<file path="src/hdl/sie_pkg.sv">
// ============================================================================
// sie_pkg
// Shared types and constants for the instruction executor: opcodes, sizes
// of the register file and data memory, and the ALU result bundle.
// ============================================================================
`default_nettype none

package sie_pkg;

    // Storage sizes
    localparam int REG_COUNT   = 32;
    localparam int DATA_WORDS  = 4096;
    localparam int REG_IDX_W   = $clog2(REG_COUNT);
    localparam int DATA_ADDR_W = $clog2(DATA_WORDS);

    // Fixed field widths
    localparam int WORD_W  = 32;
    localparam int PC_W    = 16;
    localparam int RIDX_W  = 5;
    localparam int OP_W    = 4;
    localparam logic [PC_W-1:0] PC_STEP = 16'd4;

    // Opcodes; code 15 has no meaning and runs as NOP
    typedef enum logic [OP_W-1:0] {
        OP_NOP   = 4'd0,
        OP_MOVC  = 4'd1,
        OP_ADD   = 4'd2,
        OP_SUB   = 4'd3,
        OP_MUL   = 4'd4,
        OP_AND   = 4'd5,
        OP_OR    = 4'd6,
        OP_XOR   = 4'd7,
        OP_LOAD  = 4'd8,
        OP_LDR   = 4'd9,
        OP_STORE = 4'd10,
        OP_BZ    = 4'd11,
        OP_BNZ   = 4'd12,
        OP_JUMP  = 4'd13,
        OP_HALT  = 4'd14
    } opcode_t;

    // What the execute stage hands to the control
    typedef struct packed {
        logic [WORD_W-1:0] result;     // ALU / MOVC value (loads take memory data)
        logic              wr;         // writes a register (before range check)
        logic              sets_zero;  // ADD, SUB, MUL
        logic              is_load;
        logic              is_store;
        logic              is_mem;     // any memory access
        logic              addr_ok;    // effective address inside data memory
        logic [WORD_W-1:0] mem_addr;
        logic [PC_W-1:0]   next_pc;
        logic              halt;
    } alu_res_t;

endpackage

`default_nettype wire

</file>
<file path="src/hdl/sie_alu.sv">
// ============================================================================
// sie_alu
// Execute stage: arithmetic and logic, effective address and range check,
// branch and jump target selection.
// ============================================================================
`default_nettype none

module sie_alu
    import sie_pkg::*;
(
    input  wire opcode_t           op,
    input  wire logic [PC_W-1:0]   pc,
    input  wire logic [WORD_W-1:0] a,
    input  wire logic [WORD_W-1:0] b,
    input  wire logic [WORD_W-1:0] imm,
    input  wire logic              zero_flag,
    output alu_res_t               res
);

    logic [WORD_W-1:0]   prod;
    logic [WORD_W-1:0]   addr;
    logic [PC_W-1:0]     pc_plus4;
    logic [PC_W-1:0]     pc_rel;

    // Single multiplier; only the low half is formed
    assign prod     = a * b;
    assign pc_plus4 = pc + PC_STEP;
    assign pc_rel   = pc + imm[PC_W-1:0];

    // Effective address: LDR uses rs1+rs2, STORE rs2+imm, LOAD rs1+imm
    always_comb
    begin
        unique case (op)
            OP_LDR:   addr = a + b;
            OP_STORE: addr = b + imm;
            default:  addr = a + imm;
        endcase
    end

    always_comb
    begin
        res           = '0;
        res.mem_addr  = addr;
        res.addr_ok   = !addr[WORD_W-1] && (addr < WORD_W'(DATA_WORDS));
        res.next_pc   = pc_plus4;
        unique case (op)
            OP_MOVC:
            begin
                res.result = imm;
                res.wr     = 1'b1;
            end
            OP_ADD:
            begin
                res.result    = a + b;
                res.wr        = 1'b1;
                res.sets_zero = 1'b1;
            end
            OP_SUB:
            begin
                res.result    = a - b;
                res.wr        = 1'b1;
                res.sets_zero = 1'b1;
            end
            OP_MUL:
            begin
                res.result    = prod;
                res.wr        = 1'b1;
                res.sets_zero = 1'b1;
            end
            OP_AND:
            begin
                res.result = a & b;
                res.wr     = 1'b1;
            end
            OP_OR:
            begin
                res.result = a | b;
                res.wr     = 1'b1;
            end
            OP_XOR:
            begin
                res.result = a ^ b;
                res.wr     = 1'b1;
            end
            OP_LOAD, OP_LDR:
            begin
                res.is_load = 1'b1;
                res.is_mem  = 1'b1;
                res.wr      = res.addr_ok;
            end
            OP_STORE:
            begin
                res.is_store = 1'b1;
                res.is_mem   = 1'b1;
                res.result   = a;  // store data
            end
            OP_BZ:
            begin
                if (zero_flag)
                    res.next_pc = pc_rel;
            end
            OP_BNZ:
            begin
                if (!zero_flag)
                    res.next_pc = pc_rel;
            end
            OP_JUMP:
            begin
                res.next_pc = a[PC_W-1:0] + imm[PC_W-1:0];
            end
            OP_HALT:
            begin
                res.halt    = 1'b1;
                res.next_pc = pc;
            end
            default:
            begin
                res.wr = 1'b0;
            end
        endcase
    end

endmodule

`default_nettype wire

</file>
<file path="config.mk">
export PLATFORM = sky130hd
export DESIGN_NAME = sie_alu
export DESIGN_NICKNAME = d
export VERILOG_FILES = /design/src/hdl/sie_pkg.sv /design/src/hdl/sie_alu.sv
export SDC_FILE = /design/constraint.sdc
export NUM_CORES = 2
export LEC_CHECK = 0
export BUFFER_PORTS_ARGS = -buffer_cell sky130_fd_sc_hd__clkbuf_2
export CAP_MARGIN = 20
export CORE_MARGIN = 4
export CORE_UTILIZATION = 65
export DETAILED_ROUTE_END_ITERATION = 7
export PLACE_DENSITY = 0.86
export SLEW_MARGIN = 15
export SYNTH_ARGS = -nofsm -noshare
export SYNTH_HDL_FRONTEND = slang
export SYNTH_SLANG_ARGS = --single-unit
</file>
<file path="constraint.sdc">
create_clock -name vclk -period 25.6
set_input_delay 3.84 -clock vclk [all_inputs]
set_output_delay 3.84 -clock vclk [all_outputs]
set_load 0.005 [all_outputs]
</file>
# After elaboration in Yosys (flattened, before gate mapping)

Cells that the tools add are included.

Register bits after elaboration: 0
Latch bits: 0
Memory bits (writable): 0
Memory bits (read-only): 0
Input port bits: 117
Logic and storage cells: 43
Memories: 0

Add/sub/neg operators: 7
Multiply operators: 1
Divide/modulo/power cells: 0
Magnitude comparators: 1
Eq/ne operators: 14
Shifts and indexed selects: 0
Muxes and demuxes: 11
Bitwise gates (word level): 3
Reduce and logical (&&, ||, !) cells: 6

Operators by type and width:

| kind                                                          | number |
|---|---|
| case mux 32 bit (8 select lines)                              | 1 |
| adder 32 bit                                                  | 3 |
| case mux 16 bit (4 select lines)                              | 1 |
| case mux 32 bit (2 select lines)                              | 1 |
| adder 16 bit                                                  | 2 |
| bitwise AND 32 bit                                            | 1 |
| less-than comparator 32 x 13 -> 1 bit (second input constant) | 1 |
| multiplier 32 x 32 -> 32 bit                                  | 1 |
| two-way mux 16 bit                                            | 2 |
| bitwise OR 32 bit                                             | 1 |
| subtractor 32 bit                                             | 1 |
| XOR 32 bit                                                    | 1 |
| equality test 4 bit (second input constant)                   | 7 |
| adder 16 x 3 -> 16 bit (second input constant)                | 1 |
| equality test 4 x 3 -> 1 bit (second input constant)          | 4 |
| equality test 4 x 2 -> 1 bit (second input constant)          | 2 |
| OR reduction 7 bit                                            | 1 |
| OR reduction 3 bit                                            | 2 |
| two-way mux 1 bit                                             | 5 |
| equality test 4 x 1 -> 1 bit (second input constant)          | 1 |
| case mux 1 bit (2 select lines)                               | 1 |
| OR reduction 2 bit                                            | 1 |
| logical AND 1 bit                                             | 1 |
| logical NOT 1 bit                                             | 1 |

# Depth between registers and ports, before layout

Word-level depth: 5
Depth in mapped cells: 30
Gate-level depth less buffers: 28

# Worst setup path before layout

Ideal clock, no wire load.

Path kind: input to output
Start point: input b[2]
End point: output res[85] (netlist name)
Arrival: 10.817 ns
Required time: 21.760 ns
Path slack: 10.943 ns
Stages on the path: 28
Path buffers: 2
Cell sequence: clkbuf_1 inv_1 clkbuf_1 nor2_1 fa_1 inv_1 fa_1 fa_1 fa_1 inv_1 fa_1 inv_1 fa_1 inv_1 fa_1 fa_1 ha_1 a21o_1 a21o_1 a21oi_1 o21ai_0 nand3_1 nand2_1 a41oi_1 a21oi_1 or4b_2 a21o_1 o211ai_1

RTL lines:

| item            | line          | text |
|---|---|---|
| start, declared | sie_alu.sv:14 | `input wire logic [WORD_W-1:0] b,` |
| end, declared   | sie_alu.sv:17 | `output alu_res_t res` |

==> results <==
- The count of hold buffers inserted by post-cts repair is 0.
- The total number of nets in the final design is 4094.
- The count of unresolved DRC violations after routing is 0.
- The maximum number of pins on one net before global-route repair is 97.
- The type of destination of the critical path is an output port.
- The final critical-path setup slack is around 8.8 ns.
- The sequential cells in the finished layout cover a total of 0 µm².
- The synthesized area divided by synthesized cell count is around 7.7 µm².
- The die span in y is roughly 200 µm.
- In this run the remaining antenna-violating nets after routing total 0.
- The netlist area before placement is ~0.025 mm².
- The final worst-path cycle share is between 60% and 70%.
- The count of buffers inserted at the top-level ports is ~200.
- The count of warnings emitted by yosys is 0.
- Of the cells placed in the final design, the portion with a size suffix greater than 1 is under 10%.
- Gates resized during post-CTS repair numbered 0.
- Setup violations remaining at the end of the flow were counted as 0.
- Routability-driven placement finished with a final weighted congestion of 1.06.
- The highest clock rate is just under 60 MHz.
- Row generation in the floorplan step produced 71 rows.
- For the pin with the worst max-slew slack, the measured transition is around 1.1 ns.
- The hold violation count in the final report was 0.
- In this run the worst hold path is classified as in -> out.
- Setup repair after global routing left no endpoint under its margin.
- The library cell used most frequently in the layout, excluding fill and tap cells, is sky130_fd_sc_hd__inv_1.
- The clock buffer count is 0.
- The required time at the endpoint of the critical path is ~22 ns.
- Headroom to the max-slew limit came out at ~27%.
- The number of maximum-capacitance violations is 0.
- Data on the critical path arrives at its endpoint at between 10 and 15 ns.
- At the end of the flow the core is filled with cells to between 60 and 70%.
- The number of global-route vias before repair is about 27000.
- The global router's overall resource usage is around half.
- Detailed placement finished with a half-perimeter wire length of ~80 mm.
- The synthesized netlist cell count is approximately 3200.
- The number of antenna violations at the first check in global routing is 2.
- The post-place setup slack is 9.16 ns.
- After clock tree synthesis, the setup repair step added 0 buffers.
- Sequential cells placed in the final layout were counted as 0.
- The total negative slack is 0 ns.
- After detailed routing, the number of vias per cell comes to between 6 and 7.
- The first detailed-routing pass ran for 6 iterations.
- After detailed routing, the average wire length per cell comes to 27.5 µm.
- The run finished with clean final reports.
- The leftover overflow at the end of global routing is 0.
- The area growth from synthesis to layout is 5.04%.
- The worst setup path is of the in -> out kind.
- The repair_antennas step left the layout with diodes totalling 0.
- roughly 200 I/O pins were placed.
- The worst setup path is launched from an input port.
- The placeable core area is between 0.03 and 0.04 mm².
- The final route contains ~26000 vias.
- The net count after synthesis is 4028.
- The number of pins exceeding their max-slew limit in the final report is 0.
- The first global-routing pass estimated ~160 mm of wire.
- The area of the die is approximately 0.041 mm².
- The number of DRC markers in iteration 0 is ~3200.
- The post-route minimum period is approximately 17 ns.
- Along the worst path, the maximum fanout reaches 18.
- Sequential cells were found to cover 0% of the synthesized design area.
- After detailed routing, the total wire length is 104 mm.
- In the layout the commonest cells are sky130_fd_sc_hd__inv_1, sky130_fd_sc_hd__fa_1, sky130_fd_sc_hd__nor2_1, sky130_fd_sc_hd__nand2_1, sky130_fd_sc_hd__ha_1.
- The number of different library cells in the post-synthesis netlist is between 70 and 80.
- The die is just over 200 µm wide.
- The initial utilization of the core area, before any placement, comes to roughly two thirds.
- The filler cells instantiated in the layout total roughly 3200.
-- worst max-delay path, stage by stage --
cell,delay [ns]
sky130_fd_sc_hd__clkbuf_2,0.46
sky130_fd_sc_hd__clkinv_1,0.95
sky130_fd_sc_hd__nor2_1,0.42
sky130_fd_sc_hd__fa_1,0.46
sky130_fd_sc_hd__inv_1,0.08
sky130_fd_sc_hd__fa_1,0.42
sky130_fd_sc_hd__fa_1,0.51
sky130_fd_sc_hd__inv_1,0.06
sky130_fd_sc_hd__fa_1,0.54
sky130_fd_sc_hd__ha_1,0.23
sky130_fd_sc_hd__ha_1,0.29
sky130_fd_sc_hd__inv_1,0.06
sky130_fd_sc_hd__fa_1,0.50
sky130_fd_sc_hd__inv_1,0.05
sky130_fd_sc_hd__fa_1,0.37
sky130_fd_sc_hd__ha_1,0.37
sky130_fd_sc_hd__a21o_1,0.18
sky130_fd_sc_hd__a21oi_1,0.17
sky130_fd_sc_hd__o31ai_1,0.19
sky130_fd_sc_hd__o2111ai_1,0.48
sky130_fd_sc_hd__nand2_1,0.25
sky130_fd_sc_hd__a41oi_1,0.80
sky130_fd_sc_hd__a21oi_1,0.17
sky130_fd_sc_hd__or4b_2,0.64
sky130_fd_sc_hd__a21o_1,0.23
sky130_fd_sc_hd__o211ai_1,0.10
sky130_fd_sc_hd__clkbuf_2,0.15
-- cells in the mapped netlist (all sizes together) (15+ instances only) --
master / n / share of area, %
a211oi: 29 / 0.90
a21o: 53 / 1.6
a21oi: 144 / 2.9
a221o: 17 / 0.69
a221oi: 24 / 0.85
a22oi: 27 / 0.82
and2: 15 / 0.38
and3: 22 / 0.56
buf: 30 / 0.52
clkbuf: 136 / 2.1
fa: 413 / 33
ha: 280 / 14
inv: 487 / 7.4
mux2i: 18 / 0.73
nand2: 383 / 5.8
nand2b: 21 / 0.53
nand3: 51 / 1.0
nor2: 405 / 6.2
nor3: 31 / 0.63
o211ai: 37 / 1.1
o21a: 21 / 0.64
o21ai: 158 / 3.2
o21bai: 20 / 0.61
o221ai: 18 / 0.64
o22ai: 17 / 0.43
o31ai: 20 / 0.66
xnor2: 109 / 3.9
xor2: 54 / 1.9
-- worst paths after layout --
check | from | cells after the start | slack [ns] | endpoint
setup / recovery | a[6] | 27 | 8.76 | res[85]
hold / removal | pc[6] | 4 | 8.07 | res[7]
-- layer usage --
| metal | up-vias | track usage (%) | routed length (µm) |
|---|---|---|---|
| met2 | 2119 | 76.7 | 44000 |
| met5 | - | 0 | 49 |
| met4 | 6 | 43.4 | 12400 |
| li1 | 10700 | - | - |
| met3 | 784 | 13.3 | 13900 |
| met1 | 12200 | 58.8 | 34000 |
-- through the flow --
step / std cells / hold slack, ns / area [µm²]
floorplan: 3218 / 7.78 / 24700
global placement: 3793 / 8.05 / 26000
detailed placement: 3793 / 8.06 / 26000
CTS: 3793 / 8.06 / 26000
global route: 3793 / 8.08 / 26000
finish: 3793 / 8.07 / 26000
-- layout make-up --
class	instances	area, µm²	area share (%)
Inverter	498	1870	7.20
Tap cell	511	639	2.46
Timing Repair Buffer	230	1220	4.69
Multi-Input combinational cell	2554	22200	85.6
-- cell families (layout without fill, tap and decap cells) --
kind of cell	Yosys count	after routing	share of synthesized area (%)
mux	21	21	0.866
buf+inv	664	728	10.1
xor+xnor	163	163	5.78
compound gates	673	673	18.3
fa+ha+maj	693	693	47.6
simple gates	1004	1004	17.3
Power is not shown: default switching activity piles up to over one toggle a cycle in this logic, so the estimate is an artifact.
